## config.mk

```make
export PLATFORM = sky130hd
export DESIGN_NAME = tga_addr_gen
export DESIGN_NICKNAME = d
export VERILOG_FILES = /design/src/rtl/core/tga_pkg.sv /design/src/rtl/core/tga_addr_gen.sv
export SDC_FILE = /design/constraint.sdc
export NUM_CORES = 1
export LEC_CHECK = 0
export BUFFER_PORTS_ARGS = -buffer_cell sky130_fd_sc_hd__buf_2
export CAP_MARGIN = 5
export CORE_MARGIN = 2
export CORE_UTILIZATION = 35
export DETAILED_ROUTE_END_ITERATION = 16
export PLACE_DENSITY_LB_ADDON = 0.12
export SLEW_MARGIN = 10
export SYNTH_ARGS = -nofsm -noshare
export SYNTH_HDL_FRONTEND = slang
export SYNTH_SLANG_ARGS = --single-unit
```

## constraint.sdc

```tcl
create_clock -name clk -period 7.12 [get_ports clk]
set_input_delay 1.068 -clock clk [delete_from_list [all_inputs] [get_ports clk]]
set_output_delay 1.068 -clock clk [all_outputs]
set_load 0.005 [all_outputs]
```

## src/rtl/core/tga_pkg.sv

```systemverilog
// ---------------------------------------------------------------------------
// tga_pkg
// Shared types, constants and helpers for the gather-along-axis block.
// ---------------------------------------------------------------------------
package tga_pkg;

  // field and counter widths
  localparam int SIZE_W     = 13;
  localparam int CNT_W      = 12;
  localparam int IDX_W      = 16;
  localparam int CFG_IDX_W  = 3;
  localparam int SIZE_MAX   = 4096;
  localparam int STRIDE_W   = 2 * SIZE_W;
  localparam int PROD_W     = IDX_W + SIZE_W;
  // base (< 2^36) plus index product and inner offset (< 2^29)
  localparam int ADDR_SUM_W = 37;

  // parameter defaults
  localparam int STORE_DEPTH_DEF = 4096;
  localparam int DATA_WIDTH_DEF  = 32;

  // register indexes
  localparam logic [CFG_IDX_W-1:0] REG_BEFORE_COUNT    = 3'd0;
  localparam logic [CFG_IDX_W-1:0] REG_SOURCE_AXIS_LEN = 3'd1;
  localparam logic [CFG_IDX_W-1:0] REG_INDEX_AXIS_LEN  = 3'd2;
  localparam logic [CFG_IDX_W-1:0] REG_AFTER_COUNT     = 3'd3;

  // effective tensor sizes
  typedef struct packed {
    logic [SIZE_W-1:0] bef;
    logic [SIZE_W-1:0] slen;
    logic [SIZE_W-1:0] ilen;
    logic [SIZE_W-1:0] aft;
  } tga_size_t;

  // controls into the address generator
  typedef struct packed {
    logic capture;
    logic step;
    logic restart;
  } tga_gen_ctl_t;

  // address generator results
  typedef struct packed {
    logic [ADDR_SUM_W-1:0] addr;
    logic                  bad_idx;
    logic                  last;
  } tga_gen_res_t;

  typedef enum logic [1:0] {
    ST_IDLE,
    ST_MUL,
    ST_ADDR,
    ST_DATA
  } tga_state_t;

  // clamp a size register to 1..SIZE_MAX
  function automatic logic [SIZE_W-1:0] eff_size(input logic [SIZE_W-1:0] v);
    logic [SIZE_W-1:0] r;
    r = v;
    if (v == '0) r = SIZE_W'(1);
    else if (v > SIZE_W'(SIZE_MAX)) r = SIZE_W'(SIZE_MAX);
    return r;
  endfunction

endpackage

```

## src/rtl/core/tga_addr_gen.sv

```systemverilog
// ---------------------------------------------------------------------------
// tga_addr_gen
// Position counters and source address for each gather word, with the
// outer base kept as a running sum of the per-outer stride.
// ---------------------------------------------------------------------------
module tga_addr_gen (
  input  logic                        clk,
  input  logic                        rst,
  input  tga_pkg::tga_size_t          size,
  input  tga_pkg::tga_gen_ctl_t       ctl,
  input  logic [tga_pkg::IDX_W-1:0]   index_value,
  output tga_pkg::tga_gen_res_t       res
);
  import tga_pkg::*;

  logic [IDX_W-1:0]      idx_q;
  logic [CNT_W-1:0]      outer;
  logic [CNT_W-1:0]      axis;
  logic [CNT_W-1:0]      inner;
  logic [ADDR_SUM_W-1:0] base;
  logic [STRIDE_W-1:0]   stride;
  logic [PROD_W-1:0]     prod;
  logic [ADDR_SUM_W-1:0] part;
  logic                  bad_idx;
  logic                  last_q;
  logic                  inner_end;
  logic                  axis_end;
  logic                  outer_end;
  logic                  last_c;

  // end-of-dimension flags
  assign inner_end = ({1'b0, inner} + SIZE_W'(1)) >= size.aft;
  assign axis_end  = ({1'b0, axis}  + SIZE_W'(1)) >= size.ilen;
  assign outer_end = ({1'b0, outer} + SIZE_W'(1)) >= size.bef;
  assign last_c    = inner_end && axis_end && outer_end;

  // index word capture
  always_ff @(posedge clk) begin
    if (ctl.capture) idx_q <= index_value;
  end

  // stride of one outer step, refreshed every cycle
  always_ff @(posedge clk) begin
    stride <= size.aft * size.slen;
  end

  // address terms for the captured word
  always_ff @(posedge clk) begin
    if (ctl.step) begin
      prod    <= idx_q * size.aft;
      part    <= base + ADDR_SUM_W'(inner);
      bad_idx <= {1'b0, idx_q} >= (IDX_W+1)'(size.slen);
      last_q  <= last_c;
    end
  end

  // position counters
  always_ff @(posedge clk) begin
    if (rst || ctl.restart) begin
      outer <= '0;
      axis  <= '0;
      inner <= '0;
      base  <= '0;
    end else if (ctl.step) begin
      if (last_c) begin
        outer <= '0;
        axis  <= '0;
        inner <= '0;
        base  <= '0;
      end else if (!inner_end) begin
        inner <= inner + CNT_W'(1);
      end else begin
        inner <= '0;
        if (!axis_end) begin
          axis <= axis + CNT_W'(1);
        end else begin
          axis  <= '0;
          outer <= outer + CNT_W'(1);
          base  <= base + ADDR_SUM_W'(stride);
        end
      end
    end
  end

  assign res.addr    = ADDR_SUM_W'(prod) + part;
  assign res.bad_idx = bad_idx;
  assign res.last    = last_q;

endmodule

```

# Word level (Yosys, flattened, before mapping)
# Cells that the tools add are included.
# totals
reg_bits,183
inputBits,73
output_inout_bits,39
# classes
n_addsub,9
mul,2
magnitude_cmp,4
muxes,11
reduce_logical,7
# ops
operator,count
$mux W37,3
$mux W12,8
$add A12 B1 Y13 const B,3
$ge A13 B13 Y1,3
$add A29 B37 Y37,1
$add A37 B12 Y37,1
$add A37 B26 Y37,1
$add A12 B1 Y12 const B,3
$mul A16 B13 Y29,1
$mul A13 B13 Y26,1
$ge A16 B13 Y1,1
$reduce_bool A2 Y1,2
$reduce_and A3 Y1,1
$logic_and A1 B1 Y1,2
$reduce_and A2 Y1,1
$logic_or A1 B1 Y1,1

# Depth between registers and ports, before layout
# Gate-level depths: netlist of run 1.
# logic_depth
word_depth,6
ltp_mapped,22

# Worst setup path after synthesis of run 1
# OpenSTA, ideal clock, no wires.
# synth_path
kind,input port to flip-flop
from,input size[6] in the netlist's numbering
to,register prod[28] (data pin)
setup_ps,276
t_arrival_ps,6061
required_time_ps,6844
path_slack_ps,783
cell_stages,19
cell_sequence,clkbuf_1 > nand2_1 > fa_1 > inv_1 > fa_1 > inv_1 > fa_1 > fa_1 > fa_1 > inv_1 > ha_1 > a21oi_1 > nand2_1 > o2111a_1 > or3_1 > nand3b_1 > a21oi_1 > o41ai_1 > o211ai_1
# synth_between
elab_chain_cells,1
# synth_lines
element,line,rtl
from (decl),tga_addr_gen.sv:9,"input tga_pkg::tga_size_t size,"
$mul A16 B13 Y29,tga_addr_gen.sv:50,prod <= idx_q * size.aft;
to (signal assigned),tga_addr_gen.sv:50,
to (decl),tga_addr_gen.sv:22,logic [PROD_W-1:0] prod;
# No other way between the ends.
# A chain may end at the register's enable or synchronous reset.

# Worst setup path in the final report of run 1
# Same ends and word-level chain as after synthesis.

==> reports/qor.csv, run 1 <==
stage,metric,value,unit
detailed_routing,WL final,65600,microns
critical_path,flop2flop setup slack,0.90,ns
power,P_int,4980,uW
power,Leakage,0.0128,uW
detailed_routing,DRT Pass-1 Iters,5,
synth,Ys Warns,0,
synth,"Cell Area, Synth",0.0234,sq mm
sta,Setup Viol. Count Final,0,
final_layout,number of diodes,0,
critical_path,crit-path cells,"buf_2, buf_4, nand2_1, fa_1, inv_1, fa_1, inv_1, fa_1, fa_1, fa_1, inv_1, ha_1, a21oi_1, nand2_1, o2111a_1, or3_1, nand3b_1, a21oi_1, o41ai_1, o211ai_1",
sta,Slew Limit Fails,0,
final_layout,Post-Layout Cell Count,3606,
power,Sw Ratio,49.5,%
global_route,GRT Total Usage,19.4,%
sta,actual slew at the worst max-slew pin,0.853,ns
sta,Worst Slack Setup Final,0.790,ns
detailed_routing,Residual DRC,0,
clock_network,clk slew on worst S/H paths,0.07,ns
synth,register area share after synthesis,19.2,%
power,PwrDens,385,mW/mm^2
detailed_routing,post-DR vias/cell,4.98,
synth,Mean Syn Cell Area,8.88,sq um
die,number of I/O pins,112,
global_route,vias in the first global route,18500,
synth,#FFs+latches synth,183,
critical_path,CP Launch Type,input pin,
synth,total nets after synthesis,3256,
die,Horiz. Die Dim,263,microns
power,Clk network pwr share,9.4,%
power,Sw Pwr,4890,uW
detailed_routing,WL/cell,18.2,microns
power,Reg power frac,16.8,%
die,Core ar.,0.0660,sq mm
placed_design,number of instances in the placed design,3574,
synth,Synth Instances,2638,
hold_path,Min-Delay Endpoint,axis[1],
placed_design,Port Buffer Count,111,
global_route,first-pass GRT wire length,104000,microns
synth,asr flop ratio synth,0,%
critical_path,"Buf+Inv Stages, Crit Path",5,
critical_path,worst path required time,7.32,ns
critical_path,Reg-to-Reg End,prod[28],
die,die area,0.0690,sq mm
sta,TNS Setup,0,ns
clock_network,cts hold-fix bufs,0,
critical_path,most repeated library cell on the critical path,fa_1,
critical_path,WP data arrival,6.53,ns
final_layout,Post-Layout Inst Area,0.0256,sq mm
final_layout,fraction of layout cells with a size suffix above 1,7.59,%
sta,fmax,158,MHz
hold_path,HP Start,axis[1],
critical_path,peak fanout along the critical path,13,
global_route,initial antenna violation count,0,
clock_network,H-tree Lvls,4,
power,Comb pwr share,73.8,%
sta,Max-slew headroom,43.1,%
detailed_routing,DRT iter0 DRCs,992,
clock_network,CTS tree,yes,
placed_design,DPL Wire Length,53300,microns
clock_network,Skew-Pair Late Insertion Delay,0.48,ns
global_route,grt ovf,0,
critical_path,crit-path leading delay family,adder cells,
detailed_routing,Antenna Nets Post-Route,0,
power,maximum VDD drop,0.450,mV
die,FP Rows,94,
critical_path,CP Capture Type,flip-flop,
sta,clk_skew,0.0169,ns
critical_path,r2r startpoint,idx_q[8],
sta,period utilisation layout,88.9,%
clock_network,CTS Buffer Depth,2,
placed_design,RePlAce Congestion,0.909,
clock_network,post-CTS setup buffers,0,
clock_network,Num CTS Buffers,17,
synth,"Top FF cell, synth",dfxtp_1,
placed_design,Area after DPL,0.0251,sq mm
final_layout,area delta synth->final,9.54,%
clock_network,Sinks on Clock Net,183,
hold_path,worst hold path depth,2,
synth,Post-synth EDFFs,84,
critical_path,reg2reg path depth,18,
sta,RSZ-0062 raised after global routing,false,
synth,Synth cell types,74,
critical_path,"Largest stage delay, worst path",0.56,ns
status,status,"finished, final reports clean",
hold_path,HP Class,reg2reg,
detailed_routing,via count,18000,
sta,count of final hold-check violations,0,
die,Chip Height,263,microns
final_layout,fin nets,3347,
sta,Period minus WS final,6.33,ns
placed_design,Post-Place Setup Slack,0.295,ns
global_route,largest net degree at the start of global routing,52,
clock_network,CTS Root Cell,clkbuf_16,
critical_path,crit path max-delay cell type,fa_1,
clock_network,Post-CTS Resized,0,
die,Initial Util,35.5,%
critical_path,crit path kind,in2reg,
job,Max-Cap Viols,0,
[layout by cell type, fill, tap and decap left out, types with 10 or more instances in the layout]
cell type,synthesis,routed
nand2b_1,18,18
and3_1,50,50
a21oi_1,130,130
nand3b_1,23,23
a21o_1,64,64
edfxtp_1,84,84
nand2_1,285,285
clkbuf_16,0,18
xor2_1,58,58
inv_1,454,454
o211ai_1,15,15
nor3_1,19,18
nand4_1,13,13
buf_4,2,47
dfxtp_1,99,99
a22o_1,25,25
buf_2,2,110
and2_1,106,106
o21ai_0,74,74
a211oi_1,17,17
clkinv_1,10,10
fa_1,278,278
o21a_1,15,15
xnor2_1,101,101
a31oi_1,10,10
ha_1,267,267
nor2_1,173,172
nand3_1,44,44
or3_1,12,12
[how the worst max path moves through the flow]
stage          startpoint    endpoint  slack (ns)  cells after the start
2_1_floorplan     size[6]    prod[28]        0.78                     19
4_1_cts           size[6]    prod[28]        0.80                     20
5_1_grt           size[6]    prod[28]        0.49                     20
3_5_place_dp      size[8]  stride[25]        0.30                     22
6_report          size[6]    prod[28]        0.79                     20
3_3_place_gp      size[7]  stride[23]        0.34                     23
[area by class of cell]
class                      instances  area (sq um)
sequential                       183          4500
multi-input combinational       1906         16900
clock inverter                    10          80.1
timing repair buffer             157           903
fill                            6697         40300
inverter                         464          1740
clock buffer                      22           485
tap                              864          1080
[layer usage]
layer / global-route usage (%) / share of wire (%) / up-vias
met3: 3.86 / 4.8 / 62
met2: 30.2 / 44 / 406
met5: 0 / 0 / -
li1: - / - / 8742
met1: 27.4 / 49 / 8746
met4: 5.16 / 2.0 / 0
[synth_stat cells, types with 3 or more instances]
master / n / area share (%)
ha_1: 267 / 14
and3_1: 50 / 1.3
a21oi_1: 130 / 2.8
nand4_1: 13 / 0.35
o21a_1: 15 / 0.48
a21boi_0: 5 / 0.16
a22o_1: 25 / 0.94
edfxtp_1: 84 / 11
o2111ai_1: 9 / 0.34
a211oi_1: 17 / 0.55
xor2_1: 58 / 2.2
nor3_1: 19 / 0.41
nor2_1: 173 / 2.8
or3_1: 12 / 0.32
fa_1: 278 / 24
clkbuf_1: 79 / 1.3
or2_2: 4 / 0.11
mux2i_1: 5 / 0.21
inv_1: 454 / 7.3
and2_1: 106 / 2.8
dfxtp_1: 99 / 8.5
nor3b_1: 6 / 0.19
xnor2_1: 101 / 3.8
nand2b_1: 18 / 0.48
nor4_1: 3 / 0.080
o211ai_1: 15 / 0.48
a211o_1: 5 / 0.19
o21ai_0: 74 / 1.6
nand2_1: 285 / 4.6
o21bai_1: 9 / 0.29
o31ai_1: 8 / 0.26
nand3_1: 44 / 0.94
a21o_1: 64 / 2.1
a31oi_1: 10 / 0.27
nor2b_1: 9 / 0.24
a221oi_1: 3 / 0.11
or4_1: 4 / 0.13
nand3b_1: 23 / 0.74
clkinv_1: 10 / 0.16
[kinds of logic after synthesis]
group                    Yosys count  share of synthesized area, %
multiplexers                       5                         0.214
adder cells (fa/ha/maj)          545                          38.0
AND/OR/NAND/NOR                  774                          15.7
flip-flops                       183                          19.2
AO/OA/AOI/OAI                    423                          12.0
XOR/XNOR                         159                          5.95
buffers and inverters            549                          8.84
[worst min-delay path: cells and delay by family, from the launching register on]
family | cells | cell delay [ns]
compound gates | 1 | 0.05
flops | 1 | 0.33
simple gates | 1 | 0.06
[registers in the layout, indices dropped and copies added (netlist names)]
signal,cells
last_q,1
inner,12
outer,12
part,37
axis,12
bad_idx,1
base,37
stride,26
idx_q,16
prod,29
[metrics by stage]
step / total power [uW] / hold WS [ns] / utilization [%]
after floorplan: 6770 / 0.444 / -
after global placement: 8900 / 0.455 / 38.0
after detailed placement: 8940 / 0.477 / 38.0
after CTS: 9950 / 0.487 / 38.9
after global routing: 10900 / 0.512 / 38.9
final: 9870 / 0.482 / 38.9
[power groups by stage]
stage	Combinational [uW]	Clock, uW	Sequential [uW]
4_1_cts	7320	968	1660
5_1_grt	8270	1000	1670
3_3_place_gp	7220	0	1680
2_1_floorplan	5210	0	1570
3_5_place_dp	7260	0	1680
6_report	7290	930	1650
Power figures use the tool's default switching activity.
==> run 2: changes to the inputs <==
--- a/config.mk
+++ b/config.mk
@@ -8,7 +8,7 @@
 export BUFFER_PORTS_ARGS = -buffer_cell sky130_fd_sc_hd__buf_2
 export CAP_MARGIN = 5
 export CORE_MARGIN = 2
-export CORE_UTILIZATION = 35
+export CORE_UTILIZATION = 40
 export DETAILED_ROUTE_END_ITERATION = 16
 export PLACE_DENSITY_LB_ADDON = 0.12
 export SLEW_MARGIN = 10
==> run 2 against run 1 <==
Compared with the run above: worst setup slack worse by 0.011 ns; clock power rose by 3.8%; clock skew shrank 0.0039 ns; utilization grew 5.1 points; final cell count shrank 3.1%; die area is 12% lower; sequential power barely moved; global-route usage rose by 2.4 points; clock-buffer cell count fell by 1; maximum frequency shrank 0.18%; critical path depth is 1 lower; via count grew 0.46%; critical path type unchanged.
==> reports/qor.csv, run 2 (synthesis results as in run 1) <==
stage,metric,value,unit,change
final_layout,largest registers,"base (37), part (37), prod (29)",,
power,maximum VDD drop,0.448,mV,-0.50%
detailed_routing,DRT Pass-1 Iters,5,,unchanged
clock_network,Skew-Pair Late Insertion Delay,0.48,ns,about the same
global_route,largest net degree at the start of global routing,54,,+3.8%
sta,Max-slew headroom,18.6,%,-25 points
critical_path,peak fanout along the critical path,15,,+2
power,Reg power frac,16.6,%,-0.2 points
sta,clk_skew,0.0130,ns,-0.00391 ns
sta,RSZ-0062 raised after global routing,false,,
detailed_routing,WL final,64000,microns,-2.4%
status,status,"finished, final reports clean",,
power,Leakage,0.0127,uW,-0.50%
global_route,initial antenna violation count,1,,+1
placed_design,RePlAce Congestion,0.907,,-0.24%
clock_network,CTS Buffer Depth,2,,unchanged
clock_network,clk slew on worst S/H paths,0.07,ns,about the same
power,P_int,4990,uW,+0.21%
global_route,first-pass GRT wire length,102000,microns,-2.0%
sta,actual slew at the worst max-slew pin,1.22,ns,+0.363 ns
critical_path,WP data arrival,6.55,ns,+0.02 ns
sta,period utilisation layout,89.1,%,+0.16 points
final_layout,area delta synth->final,8.60,%,
detailed_routing,DRT iter0 DRCs,1027,,+3.5%
detailed_routing,met3 wire len,2480,microns,-22%
sta,Worst Slack Setup Final,0.778,ns,-0.0112 ns
detailed_routing,WL/cell,18.3,microns,+0.73%
sta,TNS Setup,0,ns,unchanged
placed_design,number of instances in the placed design,3460,,-3.2%
global_route,GRT Total Usage,21.8,%,+2.4 points
power,Comb pwr share,73.6,%,-0.2 points
detailed_routing,post-DR vias/cell,5.16,,+3.7%
clock_network,CTS tree,yes,,
final_layout,fin nets,3332,,-0.45%
detailed_routing,Max Used Layer,met4,,
critical_path,crit path kind,in2reg,,
final_layout,Post-Layout Cell Count,3493,,-3.1%
clock_network,Post-CTS Resized,0,,unchanged
hold_path,HP Class,reg2reg,,
clock_network,post-CTS setup buffers,0,,unchanged
detailed_routing,Antenna Nets Post-Route,0,,unchanged
final_layout,"commonest non-fill, non-tap cell in the layout",inv_1,,
final_layout,fraction of layout cells with a size suffix above 1,7.08,%,-0.51 points
die,Chip Height,246,microns,-6.4%
clock_network,cts hold-fix bufs,0,,unchanged
die,number of I/O pins,112,,unchanged
clock_network,Sinks on Clock Net,183,,unchanged
sta,Period minus WS final,6.34,ns,+0.0112 ns
die,Core ar.,0.0578,sq mm,-12%
sta,Slew Limit Fails,0,,unchanged
final_layout,"commonest non-fill, non-tap cells in the layout","inv_1 (454), nand2_1 (285), fa_1 (278)",,
global_route,grt ovf,0,,unchanged
placed_design,Post-Place Setup Slack,0.341,ns,+0.0454 ns
detailed_routing,Residual DRC,0,,unchanged
critical_path,worst path required time,7.33,ns,about the same
power,Clk network pwr share,9.7,%,+0.3 points
sta,final hold slack,0.471,ns,-0.0111 ns
die,Initial Util,40.5,%,+5.0 points
detailed_routing,met1 WL,30300,microns,-6.1%
die,FP Rows,88,,-6.4%
job,Max-Cap Viols,0,,unchanged
detailed_routing,via count,18000,,+0.46%
clock_network,H-tree Lvls,4,,unchanged
die,Horiz. Die Dim,246,microns,-6.4%
power,Sw Ratio,49.7,%,+0.12 points
detailed_routing,routed wl met2,29900,microns,+3.5%
global_route,vias in the first global route,18400,,-0.42%
placed_design,Port Buffer Count,111,,unchanged
sta,Setup Viol. Count Final,0,,unchanged
clock_network,CTS Root Cell,clkbuf_16,,
critical_path,CP Launch Type,input pin,,
placed_design,DPL Wire Length,51700,microns,-3.1%
die,die area,0.0605,sq mm,-12%
sta,count of final hold-check violations,0,,unchanged
power,Sw Pwr,4920,uW,+0.69%
power,PwrDens,390,mW/mm^2,+1.3%
clock_network,Num CTS Buffers,17,,unchanged
sta,fmax,158,MHz,-0.18%
critical_path,CP Capture Type,flip-flop,,
## run 2: changes by cell type in the layout (fill, tap and decap cells not counted), sizes merged
cell / before / now
clkinvlp: 2 / 1
diode: 0 / 1
buf: 157 / 142
clkbuf: 22 / 21
inv: 462 / 459
bufinv: 0 / 1
clkinv: 10 / 14
## run 2: worst paths after layout
path / startpoint / endpoint / slack (ns) / cells past startpoint
max: size[6] / prod[28] / 0.78 / 19
min: axis[1] / axis[1] / 0.47 / 2
max reg2reg: idx_q[8] / prod[28] / 0.91 / 18
min reg2reg: axis[1] / axis[1] / 0.47 / 2
## run 2: worst max-delay path, cell delays in order
cell and delay (ns):
buf_2 0.36, nand2_1 0.14, fa_1 0.56, inv_1 0.05, fa_1 0.50, inv_1 0.05
fa_1 0.47, fa_1 0.52, fa_1 0.54, inv_1 0.04, ha_1 0.37, a21oi_1 0.25
nand2_1 0.09, o2111a_1 0.24, or3_1 0.41, nand3b_1 0.14, a21oi_1 0.11, o41ai_1 0.45
o211ai_1 0.16
## run 2: final cells by class
type / instances / area (sq um)
diodes: 1 / 2.50
clock buffers: 21 / 472
clock inverters: 11 / 109
fillers: 5717 / 32400
inverters: 464 / 1740
multi-input cells: 1906 / 16900
flip-flops and latches: 183 / 4500
well taps: 765 / 957
repair buffers: 142 / 791
## run 2: power by group through the flow
stage	Combinational, uW	Sequential (uW)	Clock [uW]
final	7300	1650	965
after global routing	8270	1660	1040
after CTS	7320	1650	993
after detailed placement	7260	1670	0
after global placement	7240	1670	0
after floorplan	5210	1570	0
## run 2: metrics by stage
| stage | power, uW | cell area, sq um | utilization, % |
|---|---|---|---|
| after floorplan | 6770 | 23400 | - |
| after global placement | 8920 | 24800 | 43.0 |
| after detailed placement | 8930 | 24800 | 43.0 |
| after CTS | 9970 | 25400 | 44.0 |
| after global routing | 11000 | 25400 | 44.0 |
| final | 9920 | 25400 | 44.0 |
## run 2: layer usage
metal | vias up | track usage [%]
met5 | - | 0
met4 | 0 | 5.85
met3 | 70 | 2.53
met2 | 370 | 35.9
met1 | 8891 | 30.2
li1 | 8707 | -
